--- src/sv/tlik_divider.sv ---
module tlik_divider #(
    parameter int FRAC  = 16,
    parameter int NUM_W = 36,
    parameter int DEN_W = 34
) (
    input  logic                    clk,
    input  logic signed [NUM_W-1:0] num,
    input  logic [DEN_W-1:0]        den,
    output logic signed [FRAC+1:0]  cosine
);

    localparam int QW = FRAC + 2;
    localparam int NW = NUM_W + FRAC + 1;

    typedef struct packed {
        logic neg;
        logic ovf;
        logic zden;
    } div_flag_t;

    logic [NW-1:0]    rem_reg  [0:QW];
    logic [QW-1:0]    q_reg    [0:QW];
    logic [DEN_W-1:0] den_reg  [0:QW];
    div_flag_t        flag_reg [0:QW];
    logic signed [FRAC+1:0] cosine_reg;

    logic [NUM_W-1:0] mag;
    logic [NW-1:0]    n_init;
    div_flag_t        flag_init;

    // rounding bias folded into the dividend; a quotient above 2^FRAC saturates to 2^FRAC
    always_comb
    begin
        mag            = num[NUM_W-1] ? NUM_W'(-num) : NUM_W'(num);
        n_init         = (NW'(mag) << FRAC) + NW'(den >> 1);
        flag_init.neg  = num[NUM_W-1];
        flag_init.ovf  = (n_init >> QW) >= NW'(den);
        flag_init.zden = (den == '0);
    end

    always_ff @(posedge clk)
    begin
        rem_reg[0]  <= n_init;
        q_reg[0]    <= '0;
        den_reg[0]  <= den;
        flag_reg[0] <= flag_init;
    end

    for (genvar j = 0; j < QW; j++)
    begin : g_cell
        localparam int K = QW - 1 - j;
        logic [NW-1:0] dsh;
        logic [NW-1:0] rem_next;
        logic [QW-1:0] q_next;

        always_comb
        begin
            dsh      = NW'(den_reg[j]) << K;
            rem_next = rem_reg[j];
            q_next   = q_reg[j];
            if (rem_reg[j] >= dsh)
            begin
                rem_next  = rem_reg[j] - dsh;
                q_next[K] = 1'b1;
            end
        end

        always_ff @(posedge clk)
        begin
            rem_reg[j+1]  <= rem_next;
            q_reg[j+1]    <= q_next;
            den_reg[j+1]  <= den_reg[j];
            flag_reg[j+1] <= flag_reg[j];
        end
    end

    logic [QW-1:0]          mag_q;
    logic signed [FRAC+1:0] cos_next;

    always_comb
    begin
        if (flag_reg[QW].ovf || (q_reg[QW] > (QW'(1) << FRAC)))
        begin
            mag_q = QW'(1) << FRAC;
        end
        else
        begin
            mag_q = q_reg[QW];
        end
        if (flag_reg[QW].zden)
        begin
            cos_next = (FRAC+2)'(1) << FRAC;
        end
        else if (flag_reg[QW].neg)
        begin
            cos_next = -$signed(mag_q);
        end
        else
        begin
            cos_next = $signed(mag_q);
        end
    end

    always_ff @(posedge clk)
    begin
        cosine_reg <= cos_next;
    end

    assign cosine = cosine_reg;

endmodule

--- config.mk ---
export PLATFORM = sky130hd
export DESIGN_NAME = tlik_divider
export DESIGN_NICKNAME = d
export VERILOG_FILES = /design/src/sv/tlik_divider.sv
export SDC_FILE = /design/constraint.sdc
export NUM_CORES = 2
export LEC_CHECK = 0
export BUFFER_PORTS_ARGS = -buffer_cell sky130_fd_sc_hd__buf_2
export CORE_MARGIN = 2
export CORE_UTILIZATION = 69
export DETAILED_ROUTE_END_ITERATION = 8
export PLACE_DENSITY = 0.86
export SLEW_MARGIN = 20
export SYNTH_ARGS = -nofsm -noshare
export SYNTH_HDL_FRONTEND = slang
export SYNTH_SLANG_ARGS = --single-unit
--- constraint.sdc ---
create_clock -name clk -period 9.9 [get_ports clk]
set_input_delay 0.99 -clock clk [delete_from_list [all_inputs] [get_ports clk]]
set_output_delay 0.99 -clock clk [all_outputs]
set_load 0.01 [all_outputs]
Word level (Yosys, flattened, before mapping)

Memory sizes are Yosys's and may differ from the RTL's.
Cells that the tools add are included.

Bits of input ports: 71
ROM bits: 0
Latch bits: 0
Word-level logic and storage cells: 87
Register bits after elaboration: 18
Memories: 4
Output and inout port bits: 18
RAM bits: 2052

Memory list:

| memory   | words | bits a word | rd ports | clocked after Yosys merged registers in | write ports | RTL line | source |
|---|---|---|---|---|---|---|---|
| rem_reg  | 19    | 53          | 18       | 0                                       | 19          | 21       | `logic [NW-1:0] rem_reg [0:QW];` |
| den_reg  | 19    | 34          | 18       | 0                                       | 19          | 23       | `logic [DEN_W-1:0] den_reg [0:QW];` |
| q_reg    | 19    | 18          | 19       | 0                                       | 19          | 22       | `logic [QW-1:0] q_reg [0:QW];` |
| flag_reg | 19    | 3           | 19       | 0                                       | 19          | 24       | `div_flag_t flag_reg [0:QW];` |

Reductions and logical operators: 2
Shift-type cells: 0
Bitwise gates (word level): 0
Multiplexer cells: 39
Eq/ne operators: 0
Add/sub/neg operators: 21
Div/mod/pow operators: 0
Multiply operators: 0
$lt $le $gt $ge: 20

Operators by type and width:

| cell                                             | number |
|---|---|
| 53-bit two-way mux                               | 18 |
| 52-bit by 33-bit adder with 53-bit output        | 1 |
| 53-bit by 34-bit >= comparator with 1-bit output | 1 |
| 53-bit by 35-bit >= comparator with 1-bit output | 1 |
| 53-bit by 36-bit >= comparator with 1-bit output | 1 |
| 53-bit by 37-bit >= comparator with 1-bit output | 1 |
| 53-bit by 38-bit >= comparator with 1-bit output | 1 |
| 53-bit by 39-bit >= comparator with 1-bit output | 1 |
| 53-bit by 40-bit >= comparator with 1-bit output | 1 |
| 53-bit by 41-bit >= comparator with 1-bit output | 1 |
| 53-bit by 42-bit >= comparator with 1-bit output | 1 |
| 53-bit by 43-bit >= comparator with 1-bit output | 1 |
| 53-bit by 44-bit >= comparator with 1-bit output | 1 |
| 53-bit by 45-bit >= comparator with 1-bit output | 1 |
| 53-bit by 46-bit >= comparator with 1-bit output | 1 |
| 53-bit by 47-bit >= comparator with 1-bit output | 1 |
| 53-bit by 48-bit >= comparator with 1-bit output | 1 |
| 53-bit by 49-bit >= comparator with 1-bit output | 1 |
| 53-bit by 50-bit >= comparator with 1-bit output | 1 |
| 53-bit by 51-bit >= comparator with 1-bit output | 1 |
| 53-bit by 34-bit subtractor with 53-bit output   | 1 |
| 53-bit by 35-bit subtractor with 53-bit output   | 1 |
| 53-bit by 36-bit subtractor with 53-bit output   | 1 |
| 53-bit by 37-bit subtractor with 53-bit output   | 1 |
| 23 further kinds                                 | 41 |

Logic depth before layout (Yosys ltp)

An unclocked memory read counts as a cell.

Depth after elaboration: 6
Mapped depth: 29
Gate-level depth less buffers: 28

Worst setup path after synthesis

Ideal clock, no wire load.

Path kind: input-to-reg
Start point: input port num[35]
End point: memory flag_reg[0][1] (netlist bit)
Path buffers: 4
Library setup time: 0.070 ns
Path slack: 3.261 ns
Required time: 9.830 ns
Cell stages on the path: 28
Arrival time: 6.569 ns
Path through: buf_2 > buf_1 > clkbuf_1 > clkbuf_1 > o41ai_1 > xnor2_1 > ha_1 > o211ai_1 > or2_2 > o21ai_0 > a21oi_1 > a21oi_1 > nand3_1 > or4b_4 > o21ai_1 > o32ai_2 > xor2_1 > ha_1 > nand4_1 > o21ai_0 > a21oi_1 > o21a_1 > o21ai_0 > a211oi_1 > or4_1 > o2111ai_1 > nand3_1 > a21oi_1

RTL lines:

| item        | RTL line | source |
|---|---|---|
| from (decl) | 7        | `input logic signed [NUM_W-1:0] num,` |
| to (decl)   | 24       |  |

==> flow_summary_export.csv <==
group,metric,value,unit
synthesis,synth_most_common_cell,"dfxtp_1",
routing,antenna_left,0,
timing,fin_crit,7.37,ns
pwr,total_power,30900,uW
critical_path,r2r_setup_slack,4.28,ns
placed_design,dp_slack,1.86,ns
clocking,postCtsHoldBufs,0,
pwr,ir_drop,0.000240,V
global_routing,grt_max_degree,73,
clocking,cts.sinks,1644,
timing,worst_pin_slew,1.06,ns
placed_design,gp_congestion,1.01,
layout,syn2layout_area_growth,9.45,%
critical_path,critPathArrivalTime,8.08,ns
routing,firstDrtPassIters,9,
routing,vias_per_cell,6.16,
synthesis,ys_warn_count,0,
clocking,numCtsBuffers,162,
floorplan,die_h,343,um
routing,wl,214000,um
pwr,p_leak,0.0390,uW
critical_path,cpPeakStageDelay,0.65,ns
global_routing,grt_use_total,35.3,%
layout,final_nets,9739,
synthesis,synthesis.area,79100,sq um
clocking,clk_latency,0.79,ns
clocking,clk_pin_slew,0.06,ns
synthesis,synthesis.nets,9721,
timing,max_freq,136,MHz
synthesis,synth-edff-count,0,
layout,fin_util,75.9,%
global_routing,grt_pass1_vias,62600,
critical_path,crit_path_frequent_cell,"a21oi_1",
critical_path,critPathSlowestCell,"or4b_2",
timing,fin_crit_sh,74.4,%
floorplan,fp.dieArea,117000,sq um
routing,drt_iter0_markers,5994,
synthesis,synth_area_leaders,"dfxtp_1, ha_1, a21oi_1",
critical_path,critPathBufInv,2,
run_status,status,"completed",
synthesis,synth_area_leader_cell,"dfxtp_1",
floorplan,core,114000,sq um
synthesis,syn_avg_cell_area,8.83,sq um
floorplan,io_pins,89,
placed_design,port_buffers,88,
critical_path,crit_type,"input pin to flip-flop",
critical_path,cp-start-kind,"input pin",
global_routing,antenna_found_initial,14,
clocking,cts_tree,"built",
placed_design,placed_cells,10300,
global_routing,grt_overflow,0,
critical_path,crit_path_max_fanout,6,
clocking,post_cts_buffers,0,
critical_path,worstSetupEndpointType,"flip-flop",
routing,wl_per_cell,20.1,um
clocking,cts_resized,0,
global_routing,grt_pass1_wl,333000,um
synthesis,ys_types,97,
timing,hold_viol,0,
synthesis,syn_inst,8965,
run,drv_cap,0,
placed_design,hpwl,163000,um
timing,setup_ws,2.53,ns
synthesis,ys.flop_type,"dfxtp_1",
timing,clock_skew,0.0238,ns
layout,post_layout_nonfiller_instances,10600,
synthesis,yosys-top-cells-count,"dfxtp_1, inv_1, nand2_1",
critical_path,critical_path.top_delay_family,"compound AO/OA/AOI/OAI gates",
timing,setup_tns,0,ns
synthesis,synth_top_area_share,41.6,%
synthesis,synth-seq-area-share,41.6,%
clocking,cts_buffer_depth,3,
floorplan,fp.dieW,343,um
timing,rsz0062_at_grt,"false",
routing,route.vias.total,65600,
routing,drc_errors,0,
floorplan,initial_core_util,69.4,%
synthesis,postSynth.asyncResetShare,0,%
floorplan,num_rows,124,
synthesis,synth_seq_cells,1644,
min_path,hold_path.class,"flip-flop to flip-flop",
layout,drive_above_1_share,5.97,%
clocking,h-tree-depth,4,
layout,largest_reg_flops,954,
pwr,power_density,357,nW/um^2
critical_path,required,10.61,ns
timing,maxSlewHeadroom,29.3,%
timing,setup_viol,0,
timing,drv_slew,0,
clocking,cts-root-buf,"clkbuf_16",
## through the flow
step | hold WS (ns) | cell area (sq um)
2_1_floorplan | 0.310 | 79100
3_3_place_gp | 0.310 | 80800
3_5_place_dp | 0.312 | 80800
4_1_cts | 0.317 | 86600
5_1_grt | 0.322 | 86600
6_report | 0.310 | 86600
## where the power goes
part	leakage [uW]	switching [uW]	internal (uW)	total [uW]
Clock	0.00283	2680	3900	6580
Sequential	0.0138	1530	8640	10200
Combinational	0.0224	8280	5900	14200
Total	0.0390	12500	18400	30900
## final timing paths
check	startpoint	endpoint	depth (start not counted)
hold / removal	flag_reg[3][0]	flag_reg[4][0]	0
setup / recovery	num[0]	flag_reg[0][1]	28
hold reg to reg	flag_reg[3][0]	flag_reg[4][0]	0
setup reg to reg	rem_reg[6][11]	rem_reg[7][46]	14
## logic make-up after synthesis
family                   after synthesis  share of synthesized area (%)
AND/OR/NAND/NOR                     2380                           14.5
adder cells (fa/ha/maj)              685                           11.0
buffers and inverters               1056                           5.06
AO/OA/AOI/OAI                       2389                           18.6
flip-flops                          1644                           41.6
other                                  1                        0.00474
multiplexers                          76                           1.07
XOR/XNOR                             734                           8.12
## routing by layer
| metal | global-route usage, % | up-vias | wire, um |
|---|---|---|---|
| li1 | - | 31300 | - |
| met1 | 43.7 | 30700 | 86700 |
| met2 | 59.1 | 2815 | 99900 |
| met3 | 6.88 | 664 | 16700 |
| met4 | 17.0 | 14 | 10600 |
| met5 | 0 | - | 98 |
## cells in the final DEF (no fill, tap or decap), types with 61 or more instances in the layout
cell type and instances:
nand2_1 778, a211oi_1 64, nor3_1 161, o31ai_1 74
inv_1 798, dfxtp_1 1644, clkbuf_16 163, nor2b_1 82
nand3_1 153, o21ai_0 657, a21oi_1 733, ha_1 667
xnor2_1 398, o21bai_1 79, nand4_1 135, a31oi_1 61
mux2_2 69, xor2_1 336, a21o_1 331, nor4_1 102
nor2_1 562, buf_2 88, o21a_1 85, nand2b_1 91
## layout make-up
type	count	area, sq um
diodes	6	15.0
flip-flops and latches	1644	32900
multi-input cells	6265	42400
inverters	803	3010
clock inverters	76	1170
fillers	7919	27400
clock buffers	221	4650
repair buffers	107	583
well taps	1512	1890
Note: power is estimated with default switching activity, not from simulation.
