$ cat src/sv/tlik_isqrt.sv
module tlik_isqrt #(
    parameter int IN_W = 36
) (
    input  logic                    clk,
    input  logic [IN_W-1:0]         radicand,
    output logic [(IN_W+1)/2-1:0]   root
);

    localparam int OUT_W = (IN_W + 1) / 2;
    localparam int STEPS = OUT_W;
    localparam int RW    = IN_W + 2;

    logic [IN_W-1:0] n_reg [0:STEPS-1];
    logic [RW-1:0]   r_reg [0:STEPS-1];

    // one root bit per cell, most significant first
    for (genvar j = 0; j < STEPS; j++)
    begin : g_cell
        localparam int K = STEPS - 1 - j;
        logic [IN_W-1:0] n_in;
        logic [RW-1:0]   r_in;
        logic [IN_W-1:0] n_next;
        logic [RW-1:0]   r_next;
        logic [RW-1:0]   trial;

        if (j == 0)
        begin : g_first
            assign n_in = radicand;
            assign r_in = '0;
        end
        else
        begin : g_rest
            assign n_in = n_reg[j-1];
            assign r_in = r_reg[j-1];
        end

        always_comb
        begin
            trial = r_in + (RW'(1) << (2 * K));
            if (RW'(n_in) >= trial)
            begin
                n_next = n_in - trial[IN_W-1:0];
                r_next = (r_in >> 1) + (RW'(1) << (2 * K));
            end
            else
            begin
                n_next = n_in;
                r_next = r_in >> 1;
            end
        end

        always_ff @(posedge clk)
        begin
            n_reg[j] <= n_next;
            r_reg[j] <= r_next;
        end
    end

    assign root = r_reg[STEPS-1][OUT_W-1:0];

endmodule

$ cat config.mk
export PLATFORM = sky130hd
export DESIGN_NAME = tlik_isqrt
export DESIGN_NICKNAME = d
export VERILOG_FILES = /design/src/sv/tlik_isqrt.sv
export SDC_FILE = /design/constraint.sdc
export NUM_CORES = 1
export LEC_CHECK = 0
export BUFFER_PORTS_ARGS = -buffer_cell sky130_fd_sc_hd__buf_4
export CORE_AREA = 2 2 291 293
export DETAILED_ROUTE_END_ITERATION = 7
export DIE_AREA = 0 0 293 295
export SLEW_MARGIN = 20
export SYNTH_ARGS = -nofsm -noshare
export SYNTH_HDL_FRONTEND = slang
export SYNTH_SLANG_ARGS = --single-unit
$ cat constraint.sdc
create_clock -name clk -period 3.9 [get_ports clk]
set_input_delay 0.195 -clock clk [delete_from_list [all_inputs] [get_ports clk]]
set_output_delay 0.195 -clock clk [all_outputs]
set_load 0.005 [all_outputs]
; After elaboration in Yosys (flattened, before gate mapping)
; Memories as Yosys holds them, arrays and structs flattened.
; Index checks and enable logic that the tools add are counted.
[op_classes]
bitwise = 0
n_eq_ne = 0
n_lt_le_gt_ge = 18
multipliers = 0
shift = 0
n_addsub = 52
div = 0
muxes = 36
reduce_logical = 0
[ops]
columns = operator, n
row1 = 36-bit 2-to-1 mux, 18
row2 = 36-bit by 38-bit >= comparator with 1-bit output, 17
row3 = 38-bit 2-to-1 mux, 17
row4 = 36-bit subtractor, 17
row5 = 37-bit by 1-bit adder with 38-bit output (second input constant), 1
row6 = 37-bit by 11-bit adder with 38-bit output (second input constant), 1
row7 = 37-bit by 13-bit adder with 38-bit output (second input constant), 1
row8 = 37-bit by 15-bit adder with 38-bit output (second input constant), 1
row9 = 37-bit by 17-bit adder with 38-bit output (second input constant), 1
row10 = 37-bit by 19-bit adder with 38-bit output (second input constant), 1
row11 = 37-bit by 21-bit adder with 38-bit output (second input constant), 1
row12 = 37-bit by 23-bit adder with 38-bit output (second input constant), 1
row13 = 37-bit by 25-bit adder with 38-bit output (second input constant), 1
row14 = 37-bit by 27-bit adder with 38-bit output (second input constant), 1
row15 = 37-bit by 29-bit adder with 38-bit output (second input constant), 1
row16 = 37-bit by 3-bit adder with 38-bit output (second input constant), 1
row17 = 37-bit by 31-bit adder with 38-bit output (second input constant), 1
row18 = 37-bit by 33-bit adder with 38-bit output (second input constant), 1
row19 = 37-bit by 5-bit adder with 38-bit output (second input constant), 1
row20 = 37-bit by 7-bit adder with 38-bit output (second input constant), 1
row21 = 37-bit by 9-bit adder with 38-bit output (second input constant), 1
row22 = 38-bit by 1-bit adder with 38-bit output (second input constant), 1
row23 = 38-bit by 11-bit adder with 38-bit output (second input constant), 1
row24 = 38-bit by 13-bit adder with 38-bit output (second input constant), 1
row25 = other kinds (17), 17
[word_totals]
regBits = 0
input_bits = 37
mem_bits_ro = 0
out_inout_bits = 18
ramBits = 1332
elab_cells = 108
memories = 2
latch_bits = 0
[mem_list]
columns = memory, words, width, rd, rd_ports_with_merged_regs, write_ports, line
row1 = r_reg, 18, 38, 18, 0, 18, 14  ; logic [RW-1:0] r_reg [0:STEPS-1];
row2 = n_reg, 18, 36, 17, 0, 18, 13  ; logic [IN_W-1:0] n_reg [0:STEPS-1];

; Longest topological paths before layout
; Gate-level depths: netlist of the first run.
; An unclocked memory read counts as a cell.
[logic_depth]
word_depth = 4
ltp_mapped = 13

; Worst setup path after synthesis of the first run
; Ideal clock, no wire load.
[synth_timing]
kind = reg-to-reg
start = mem n_reg[14][25]
end = mem n_reg[15][21]
arrival_ns = 2.732
path_stages_with_launch = 10
path_buffers = 1
period_less_slack_ns = 2.856
path_slack_ns = 1.044
cell_sequence = dfxtp_1 > or4_4 > or3_4 > or4_4 > or3_4 > nor3_4 > and2_4 > buf_6 > nor3_2 > xor2_1
[synth_rtl]
columns = element, line
row1 = from (decl), 13

==> results of run 1 <==
critical path, delay by kind of cell, from the launching register on:
kind | cells | cell delay (ns)
AOI/OAI and AO/OA | 5 | 2.10
adders and majority gates | 1 | 0.33
and+or+nand+nor | 2 | 0.35
buffers and inverters | 1 | 0.04
DFF | 1 | 0.32
xor gates and xnor gates | 1 | 0.17
repair_timing:
action	in CTS	in global routing
hold buffers	37	0
setup endpoints to repair	0	0
hold endpoints to repair	37	0
routing by layer:
layer  share of wire  vias up  wire [um]  GRT usage
met1            0.43     8995      25900      0.158
li1                -    10200          -          -
met4           0.043        0       2570     0.0639
met3           0.029      148       1750     0.0212
met2            0.50      342      29900      0.259
met5               0        -          0          0
synth_stat cells (all sizes together) (14+ instances only):
master / number
nand4: 39
nand3b: 17
or4: 19
nor2: 148
dfxtp: 783
or3: 36
a21o: 48
a211oi: 20
inv: 230
xor2: 130
nor3: 98
xnor2: 118
nand2: 199
nand2b: 39
o31ai: 30
nand3: 28
a21oi: 143
mux2: 14
o21ai: 155
o21a: 48
nor4: 87
nor2b: 26
clkbuf: 36
ha: 185
metrics by stage:
stage	std cells	setup slack [ns]
detailed placement	3961	0.572
floorplan	2842	1.04
CTS	4142	0.598
global placement	3961	0.652
global route	4142	0.301
finish	4142	0.495
power breakdown:
part	total [mW]	internal [mW]	switching [mW]
Clock	7.84	4.65	3.18
Combinational	6.79	3.08	3.71
Sequential	11.4	9.93	1.45
Total	26.0	17.7	8.34
cell families after synthesis:
family                     share of synthesized area
DFF                                            0.542
buffers and inverters                         0.0362
muxes                                        0.00857
AOI/OAI and AO/OA                              0.116
and+or+nand+nor                                0.143
adders and majority gates                     0.0800
xor gates and xnor gates                      0.0751
cell type report:
type | count | share of cell area
Clock buffer | 107 | 0.0665
Clock inverter | 37 | 0.0162
Inverter | 230 | 0.0255
Multi-Input combinational cell | 1787 | 0.361
Sequential cell | 783 | 0.462
Tap cell | 1080 | 0.0399
Timing Repair Buffer | 118 | 0.0289
final timing paths:
kind                                     from             to  depth (start not counted)
worst min register to register  r_reg[12][15]  r_reg[13][14]                          0
worst max-delay path             r_reg[14][6]  n_reg[15][30]                         10
worst min-delay path              radicand[2]    n_reg[0][2]                          2
worst max register to register   r_reg[14][6]  n_reg[15][30]                         10
==> results.md, run 1 <==
Outcome:
- The run finished with clean final reports.

Yosys:
- Of all cell types, the one taking the most synthesized area is dfxtp_1.
- Synthesis produced a netlist whose cell count is 2842.
- The sequential share of the synthesized area is 0.542.
- The number of distinct standard cells referenced by the synthesized netlist is 71.
- Averaged over all synthesized cells, the footprint is 10.2 um^2.
- In this run, synthesis inferred 0 flip-flops with an integrated enable.
- The area share of the largest cell type after synthesis is 0.542.
- By area the synthesized netlist is led by dfxtp_1 (54%), ha_1 (8.0%), xor2_1 (3.9%), xnor2_1 (3.6%), inv_1 (3.0%).
- The number of warnings reported in the yosys synthesis log is 0.
- The total nets after synthesis is approximately 3.1k.
- In the synthesized netlist the dominant register cell turns out to be dfxtp_1.
- The share of synthesized flip-flops with an asynchronous set or reset is 0.
- In this run the cell area of the synthesized design comes to 28900 um^2.
- The total of flip-flops plus latches after synthesis is 783.

Finish:
- The top cell types in the final layout, fill and taps aside, are dfxtp_1 (783), inv_1 (229), nand2_1 (199).
- The flip-flop count of the largest register after layout is slightly above 600.
- The area of combinational cells with multiple inputs is 12200 um^2.
- Summing all flip-flop and latch instances after layout gives 15700 um^2.
- The number of filler cells placed in the layout is 8026.
- The most common library cell in the layout ignoring fill and taps is dfxtp_1.
- In the final design database the tool counted 3222 nets.
- The area of all placed cells without fillers is about 34000 um^2.
- In the final layout, the share of cells above drive strength 1 is 0.0852.
- The layout overhead on the synthesized area is 17.2%.
- For this run, the share of the core covered by cells in the final layout is 0.408.
- The number of antenna diodes in the final layout is 0.

Clock tree:
- The buffer type at the clock tree root is clkbuf_16.
- Counting the buffers created by CTS gives 80.
- The number of H-tree branching levels is 3.
- After clock tree synthesis, the setup repair step added 0 buffers.
- TritonCTS built the clock tree.
- The clock passes through at most 3 buffers.
- After clock tree synthesis, the clock-pin slew on the worst setup and hold paths is 0.06 ns.
- The count of instances resized after the clock tree is built is 0.
- The number of clock sinks is approximately 780.
- For the worst-skew pair, the clock arrives at the later sink with an insertion delay of 0.64 ns.

Floorplan:
- The total area inside the core boundary comes to 83200 um^2.
- The floorplan step defined a die boundary enclosing 86400 um^2.
- The row count is 106.
- From left edge to right edge, the die measures around 290 um.
- The height of the chip is 295 um.
- The initial cell density of the core is 0.348.
- 55 I/O pins were placed.

Global routing:
- The overall routing resource usage is 0.140.
- The largest net degree at the start of global routing is 30.
- The total grt overflow is 0.
- The number of global-route vias before repair was approximately 20k.
- The initial antenna violation count is 0.
- The first global-routing pass estimated between 90000 and 100000 um of wire.

Place:
- During placement, the flow inserted port buffers numbering 54.
- After detailed placement, the total cell area comes to 30700 um^2.
- The half-perimeter wire length after detailed placement is between 40000 and 50000 um.
- The final weighted congestion in routability-driven placement is 0.865.

Route:
- The DRC violation count after routing is 0.
- Before antenna repair, the detailed router went through 5 iterations.
- The routed via count is ~20k.
- Once detail routing completed, the nets flagged for antenna violations numbered 0.
- The average detailed-routed wire length per instance is roughly 15 um.
- Using the TritonRoute via totals, the vias-per-cell ratio works out to 4.75.
- The number of DRC violations after detailed-routing iteration 0 is 877.
- The final layout contains routed wiring with a total length of 60100 um.

Setup path:
- The worst setup path is of the register to register kind.
- The setup check on the worst reg-to-reg path leaves a slack of 0.49 ns.
- The signal on the critical path passes through inv_1 > ha_1 > nor2b_1 > o31a_1 > o21ai_0 > a21oi_1 > o41a_1 > a211oi_1 > nand3b_1 > xnor2_1.
- STA puts the critical path data required time at 4.42 ns.
- For this run, the slowest stage of the critical path takes 0.64 ns.
- STA classifies the critical path startpoint as a register.
- Among all stages on the critical path, the largest delay is contributed by a211oi_1.
- The worst setup path is captured at a register.
- For the worst setup path, the data arrival time is roughly 3.9 ns.
- Of all nets on the critical path, the largest fanout is 5.

STA:
- Derived from the worst setup path, the maximum achievable clock frequency is 294 MHz.
- Dividing the final minimum period by the clock period gives 0.873.
- Setup violations remaining at the end of the flow were counted as 0.
- The smallest clock period supported by the final layout is computed as 3.41 ns.
- The count of final max-slew check failures was 0.
- Setup repair after global routing left no endpoint under its margin.
- For the pin with the worst max-slew slack, the measured transition is roughly 1 ns.
- On the final layout, the worst hold slack is 0.183 ns.
- The final-report hold violation count is 0.
- The setup total negative slack is 0 ns.
- The final clock skew is between 0.04 and 0.05 ns.
- The relative max-transition margin is 0.320.

Power and ir drop:
- Summed over all cells, the static leakage comes to between 15 and 20 nW.
- Across the VDD grid, the largest voltage drop is 0.000400 V.
- The overall power is 26.0 mW.
- The power density normalized to cell area is 767 nW/um^2.

Flow run:
- Across the run, the number of max-cap violations was 0.

Min path:
- In this run the worst hold path is classified as primary input to register.
Note: power is estimated with default switching activity, not from simulation.
==> run 2: changes to the inputs <==
==> constraint.sdc (replaced) <==
create_clock -name clk -period 3.9 [get_ports clk]
set_input_delay 0.78 -clock clk [delete_from_list [all_inputs] [get_ports clk]]
set_output_delay 0.78 -clock clk [all_outputs]
set_load 0.005 [all_outputs]
==> run 2 against run 1 <==
  * Clock skew fell by 0.00092 ns
  * Worst hold slack improved by 0.043 ns
  * Critical endpoint unchanged
  * Global-route usage fell by 0.11 points
  * Sequential power barely moved
  * Worst setup slack improved by 0.0093 ns
  * Largest power group unchanged
==> results.md, run 2 (synthesis results as in run 1) <==
Outcome:
- The run finished with clean final reports.

Floorplan:
- The die is 295 um tall.
- The number of top-level pins is 55.
- In this run the core area contains 106 standard-cell rows.
- The die covers 86400 um^2.
- After floorplanning, the core was sized to cover 83200 um^2.
- The die span in x is 293 um.
- For this configuration, the core starts out at a cell density of 0.348.

STA:
- For the pin with the worst max-slew slack, the measured transition is a little over 1 ns.
- The final-report hold violation count is 0.
- The final setup violation count is 0.
- The final clock skew is about 0.043 ns.
- Counting I/O delays and the setup requirement, the final critical path takes 3.40 ns.
- The count of final max-slew check failures is 0.
- In this run the tightest slew margin relative to its limit is 0.320.
- The maximum clock frequency is around 300 MHz.
- Setup repair after global routing left no endpoint under its margin.
- The setup total negative slack is 0 ns.
- The portion of the clock cycle consumed by the worst path in the final layout is 0.871.

Clock tree:
- The number of H-tree branching levels is 3.
- TritonCTS built the clock tree.
- The clock-pin slew of the registers on the worst-case setup and hold paths is about 0.060 ns.
- The clock reaches the later pin of the worst-skew pair after ~0.64 ns.
- The total CTS buffers is 80.
- The deepest clock path buffer count is 3.
- Gates resized during post-CTS repair numbered 0.
- The buffer type at the clock tree root is clkbuf_16.
- The setup fix buffers added after clock tree synthesis is 0.
- The number of hold-repair buffers added at the cts stage is 0.
- The clock net in this run drives a total of slightly below 800 sinks.

Setup path:
- The highest cell delay on the worst timing path is 0.64 ns.
- The type of element launching the critical path is a register.
- The top cell family by delay on the critical path is compound AO/OA/AOI/OAI gates.
- Counting both buffers and inverters, the worst setup path holds a total of 1.
- The type of destination of the critical path is a register.
- The largest fanout on the critical path is 5.
- The worst setup path is of the register to register kind.
- STA puts the critical path data arrival time at roughly 3.9 ns.
- The cell with the biggest individual delay on the critical path is a211oi_1.
- The data required time at the worst endpoint is between 4 and 5 ns.
- Walking the worst path, the cells encountered are inv_1 > ha_1 > nor2b_1 > o31a_1 > o21ai_0 > a21oi_1 > o41a_1 > a211oi_1 > nand3b_1 > xnor2_1.

Min path:
- The type of the worst min-delay path is primary input to register.

Place:
- Buffers placed on the I/O ports in this run total 54.
- Routability-driven placement finished with a final weighted congestion of 0.865.
- The instance area after placement is 30700 um^2.
- The half-perimeter wire length after detailed placement is approximately 46000 um.

Global routing:
- The met3 capacity usage during global routing is 0.0212.
- The global routing met1 resource utilization is 0.158.
- The number of global-route vias before repair was 19.7k.
- The initial antenna violation count came to 0.
- The layer flagged by global routing as most heavily used is met2.
- In the global route stage, overall resource usage came out at 0.139.
- The global routing met2 resource utilization is 0.256.
- The global-route wire length before repair is 97900 um.
- The largest net degree at the start of global routing is 30.
- Summed over all layers, the global routing overflow is 0.

Finish:
- The layout overhead on the synthesized area is 15.9%.
- In the layout the commonest cells are dfxtp_1 (783), inv_1 (229), nand2_1 (199).
- The number of filler cells placed in the layout is 8094.
- The net count of the finished layout is 3185.
- The library cell used most frequently in the layout, excluding fill and tap cells, is dfxtp_1.
- The area of all placed cells without fillers is 33500 um^2.
- Of the cells placed in the final design, the portion with a size suffix greater than 1 is 0.0863.
- The flip-flop count of the largest register after layout is 612.
- 0 antenna diodes ended up in the layout.

Route:
- For this block, the initial DRC count from the detailed router was 865.
- The routed via count is a little under 20k.
- The wire length reported by the detailed router is just under 60000 um.
- Using the TritonRoute via totals, the vias-per-cell ratio works out to 4.76.
- Once detail routing completed, the nets flagged for antenna violations numbered 0.
- For this run, design rule violations remaining after detail routing come to 0.
- The number of detailed-routing iterations run before antenna repair is 5.
- Dividing the detail-routed wire length by the instance count gives about 15 um.

Power and ir drop:
- The static leakage is between 15 and 20 nW.
- The maximum ir drop on the vdd rail is slightly below 0.0004 V.
- For this design the ratio of total power to cell area is ~770 nW/um^2.

Flow run:
- The count of maximum capacitance violations is 0.
==> run 2: changes by cell type in the layout (fill, tap and decap cells not counted), sizes merged <==
cell / before / now
dlygate4sd3: 37 / 0
==> run 2: final cells by class <==
cell class	instances	area [um^2]	area share
well taps	1080	1350	0.0403
multi-input cells	1787	12200	0.365
repair buffers	81	608	0.0181
inverters	230	866	0.0258
flip-flops and latches	783	15700	0.468
clock buffers	107	2250	0.0672
clock inverters	37	551	0.0164
==> run 2: path summary, 6_finish.rpt <==
kind	slack (ns)	start	cells past startpoint	to
setup / recovery	0.50	r_reg[14][6]	10	n_reg[15][30]
hold / removal	0.23	radicand[13]	1	n_reg[0][13]
setup reg to reg	0.50	r_reg[14][6]	10	n_reg[15][30]
hold reg to reg	0.33	r_reg[12][15]	0	r_reg[13][14]
==> run 2: worst reg2reg max path: cells and delay by family (launching register included) <==
kind | cells | cell delay [ns]
compound gates | 5 | 2.09
xor+xnor | 1 | 0.17
fa+ha+maj | 1 | 0.33
buf+inv | 1 | 0.04
flops | 1 | 0.32
simple gates | 2 | 0.35
==> run 2: power breakdown <==
part	total [mW]	switching [mW]	internal [mW]
Sequential	11.4	1.45	9.93
Clock	7.83	3.18	4.65
Combinational	6.75	3.70	3.05
==> run 2: per-layer routing <==
| layer | wire length (um) | part of all wire | vias to the layer above |
|---|---|---|---|
| met3 | 1750 | 0.029 | 145 |
| met1 | 25800 | 0.43 | 8925 |
| met2 | 29600 | 0.50 | 334 |
| met4 | 2460 | 0.041 | 0 |
| met5 | 0 | 0 | - |
| li1 | - | - | 10100 |
==> run 2: through the flow <==
stage,hold slack (ns),utilization,setup slack (ns),std cells,power (mW)
after floorplan,0.322,-,1.04,2842,16.3
after global routing,0.196,0.403,0.301,4105,27.6
final,0.226,0.403,0.504,4105,26.0
after detailed placement,0.331,0.369,0.572,3961,18.3
after CTS,0.190,0.403,0.598,4105,26.2
after global placement,0.328,0.369,0.652,3961,18.3
==> run 3: changes to the inputs <==
--- a/config.mk
+++ b/config.mk
@@ -5,10 +5,11 @@
 export SDC_FILE = /design/constraint.sdc
 export NUM_CORES = 1
 export LEC_CHECK = 0
+export ABC_AREA = 1
 export BUFFER_PORTS_ARGS = -buffer_cell sky130_fd_sc_hd__buf_4
-export CORE_AREA = 2 2 291 293
+export CORE_AREA = 2 2 319 321
 export DETAILED_ROUTE_END_ITERATION = 7
-export DIE_AREA = 0 0 293 295
+export DIE_AREA = 0 0 321 323
 export SLEW_MARGIN = 20
 export SYNTH_ARGS = -nofsm -noshare
 export SYNTH_HDL_FRONTEND = slang
==> run 3 against run 2 <==
  * Non-clock buffer count is 25 lower
  * Die area is 20% higher
  * Global-route usage is 3.7 points higher
  * Sequential share of layout area is 7.0 points lower
  * Routed wire length is 54% higher
  * Fmax is 29% higher
  * Largest power group unchanged
  * Sequential power hardly changed
  * Combinational power is 67% higher
  * Clock skew is 0.0048 ns lower
==> results.md, run 3 <==
Outcome:
- The flow ran to the end, and the final reports show no timing, DRC or antenna violations.

Yosys:
- Among all flip-flop cells after synthesis, the most frequent one is dfxtp_1.
- Counting flops with an async set or reset pin after synthesis yields a share of 0.
- Sorting the synthesized cells by area gives the leading types as dfxtp_1 (45%), nand2_1 (14%), inv_1 (7.6%), ha_1 (6.6%), nor2_1 (4.7%).
- The number of instances in the synthesized netlist is 4607.
- The biggest area contributor in the post-synthesis netlist is dfxtp_1.
- The post-synthesis area per instance is 7.56 um^2.
- The total of flip-flops plus latches after synthesis is 783.
- In the post-synthesis netlist, the cell with the most instances is nand2_1.
- The commonest cells after synthesis are nand2_1 (1298), dfxtp_1 (783), inv_1 (704).
- The total nets after synthesis is between 4k and 5k.
- For this run, the register share of the synthesized area comes to 0.450.
- The share of synthesized area in the top cell type comes to 0.450.
- Synthesis instantiated between 40 and 50 different standard cells from the library.
- The number of synthesized flops with an enable pin is 0.
- The combined area of all synthesized cells is 34800 um^2.
- The number of warnings reported in the yosys synthesis log is 0.

Clock tree:
- The number of hold-repair buffers added at the cts stage is 0.
- The buffer type at the clock tree root is clkbuf_16.
- Clock-pin slew was measured on the worst setup and hold paths at 0.06 ns.
- The total CTS buffers is 80.
- Once the clock tree was built, the resizer swapped 0 gates to a different size.
- Once the clock tree was built, the setup fixing pass inserted 0 buffers.
- TritonCTS built the clock tree.
- In this run the deepest clock path goes through 3 buffers.
- The number of clock sinks is 783.
- The clock reaches the later pin of the worst-skew pair after 0.66 ns.
- CTS built an H-tree with a depth of 3.

Finish:
- The layout overhead on the synthesized area is 13.3%.
- The net count of the finished layout is 4932.
- In the final layout, the share of cells above drive strength 1 is 0.0790.
- The number of standard cells in the layout, taps in and fillers out is just over 6k.
- The most common library cell in the layout ignoring fill and taps is nand2_1.
- The register with the most flip-flops in the layout has 612 of them.
- The library cells used most frequently in the layout, excluding fill and tap cells, are nand2_1 (1298), dfxtp_1 (783), inv_1 (704).
- The number of antenna diodes is 0.

Floorplan:
- The height of the chip is 323 um.
- The die is 321 um wide.
- The die covers 104000 um^2.
- The number of top-level pins is 55.
- The initial cell density of the core is 0.346.
- The core region is 101000 um^2.
- Row generation in the floorplan step produced 117 rows.

Power and ir drop:
- The maximum ir drop on the vdd rail is slightly above 0.0006 V.
- The overall power is 31.3 mW.
- The power density normalized to cell area is slightly below 800 nW/um^2.
- The static leakage is 19.8 nW.

Route:
- The routed via count is approximately 28k.
- Using the TritonRoute via totals, the vias-per-cell ratio works out to around 4.6.
- The number of DRC violations after detailed-routing iteration 0 is 1996.
- In the final routed layout, each cell accounts on average for 15.0 um.
- The wire length reported by the detailed router is 91400 um.
- The count of nets left with antenna violations once routing finished came out at 0.
- The DRC violation count after routing is 0.
- The first detailed-routing pass took 5 iterations.

Setup path:
- In this design, the stage delay of the slowest critical-path cell is 0.60 ns.
- The critical path launch point is r_reg[14][6].
- The critical path start-end classification is register to register.
- The cell with the biggest individual delay on the critical path is nor2_4.
- Data on the critical path arrives at its endpoint at 3.17 ns.
- The type of element launching the critical path is a register.
- The largest fanout on the critical path is 24.
- The data required time at the worst endpoint is 4.44 ns.
- The signal on the critical path passes through inv_1 > ha_1 > nand3_1 > nand3_2 > nand2_1 > nand2_2 > nand2_1 > nand2_2 > nand2_2 > nand2_2 > nor2_4 > buf_4 > a21oi_2.
- In this run the critical register-to-register path is launched from r_reg[14][6].
- The most numerous cell type found on the critical path is nand2_2.
- The type of destination of the critical path is a register.

STA:
- Dividing the final minimum period by the clock period gives 0.675.
- For the pin with the worst max-slew slack, the measured transition is 0.851 ns.
- The count of final max-slew check failures was 0.
- Headroom to the max-slew limit came out at 0.432.
- The final clock skew is 0.0381 ns.
- After layout, the minimum clock period comes to between 2 and 3 ns.
- Setup repair after global routing left no endpoint under its margin.
- The setup total negative slack is 0 ns.
- The final-report hold violation count is 0.
- For this run, the top clock speed supported by timing is 380 MHz.
- Setup violations remaining at the end of the flow were counted as 0.

Global routing:
- Entering global routing, the biggest net connects 45 pins.
- The initial antenna violation count is 1.
- The overall routing resource usage is 0.176.
- The total grt overflow is 0.
- The number of global-route vias before repair is 27.1k.
- The global-route wire length before repair is roughly 150000 um.

Place:
- The half-perimeter wire length after detailed placement is 74300 um.
- The final weighted congestion in routability-driven placement is around 0.93.
- The count of buffers added on input and output ports is 54.
- The cell count after placement is around 5.9k.

Min path:
- The worst hold path belongs to the class primary input to register.
- The source of the worst hold timing path is radicand[7].

Flow run:
- The tool flagged a number of max-cap violations equal to 0.
run 3: cell types whose count changed after synthesis, sizes merged, moves of 43 or more:
| cell | before | now |
|---|---|---|
| inv | 230 | 715 |
| nand2 | 199 | 1332 |
| o21a | 48 | 5 |
| xnor2 | 118 | 51 |
| a21oi | 143 | 211 |
| nand4 | 39 | 93 |
| nor4 | 87 | 40 |
| nand3 | 28 | 255 |
| nor2 | 148 | 467 |
| a21o | 48 | 5 |
run 3: cell type report:
cell class	instances	area, um^2
inverters	715	2690
repair buffers	56	420
multi-input cells	3074	16100
well taps	1309	1640
clock buffers	100	2200
flip-flops and latches	783	15700
clock inverters	45	737
fillers	10500	61300
run 3: logic make-up after synthesis:
kind of cell,Yosys count,synth area share
xor+xnor,154,0.0387
fa+ha+maj,185,0.0665
simple gates,2326,0.288
flops,783,0.450
compound gates,409,0.0689
buf+inv,750,0.0872
run 3: path summary, 6_finish.rpt:
kind / cells after the start / to / slack (ns)
max: 13 / n_reg[15][24] / 1.27
min: 1 / n_reg[0][7] / 0.22
max reg2reg: 13 / n_reg[15][24] / 1.27
min reg2reg: 0 / n_reg[13][6] / 0.33
run 3: per-layer routing:
metal,wire length (um),track usage
met1,43600,0.239
met5,0,0
met2,40400,0.285
met4,2520,0.0537
met3,4880,0.0292
run 3: report_power, final:
part,switching (mW),internal (mW),leakage [nW]
registers,1.62,10.1,6.57
clock network,3.39,4.94,1.42
logic,7.35,3.98,11.8
run 3: worst max-delay path, delay by kind of cell, from the launching register on:
kind	cells	cell delay, ns
AOI/OAI and AO/OA	1	0.04
adders and majority gates	1	0.34
buffers and inverters	2	0.39
and+or+nand+nor	9	1.41
DFF	1	0.34
run 3: through the flow:
step	instance area [um^2]	hold slack (ns)	utilization	worst slack (ns)
6_report	39500	0.223	0.392	1.27
4_1_cts	39500	0.182	0.392	1.26
3_3_place_gp	36500	0.334	0.363	1.28
2_1_floorplan	34800	0.322	-	2.07
5_1_grt	39500	0.183	0.392	1.01
3_5_place_dp	36500	0.336	0.363	1.24
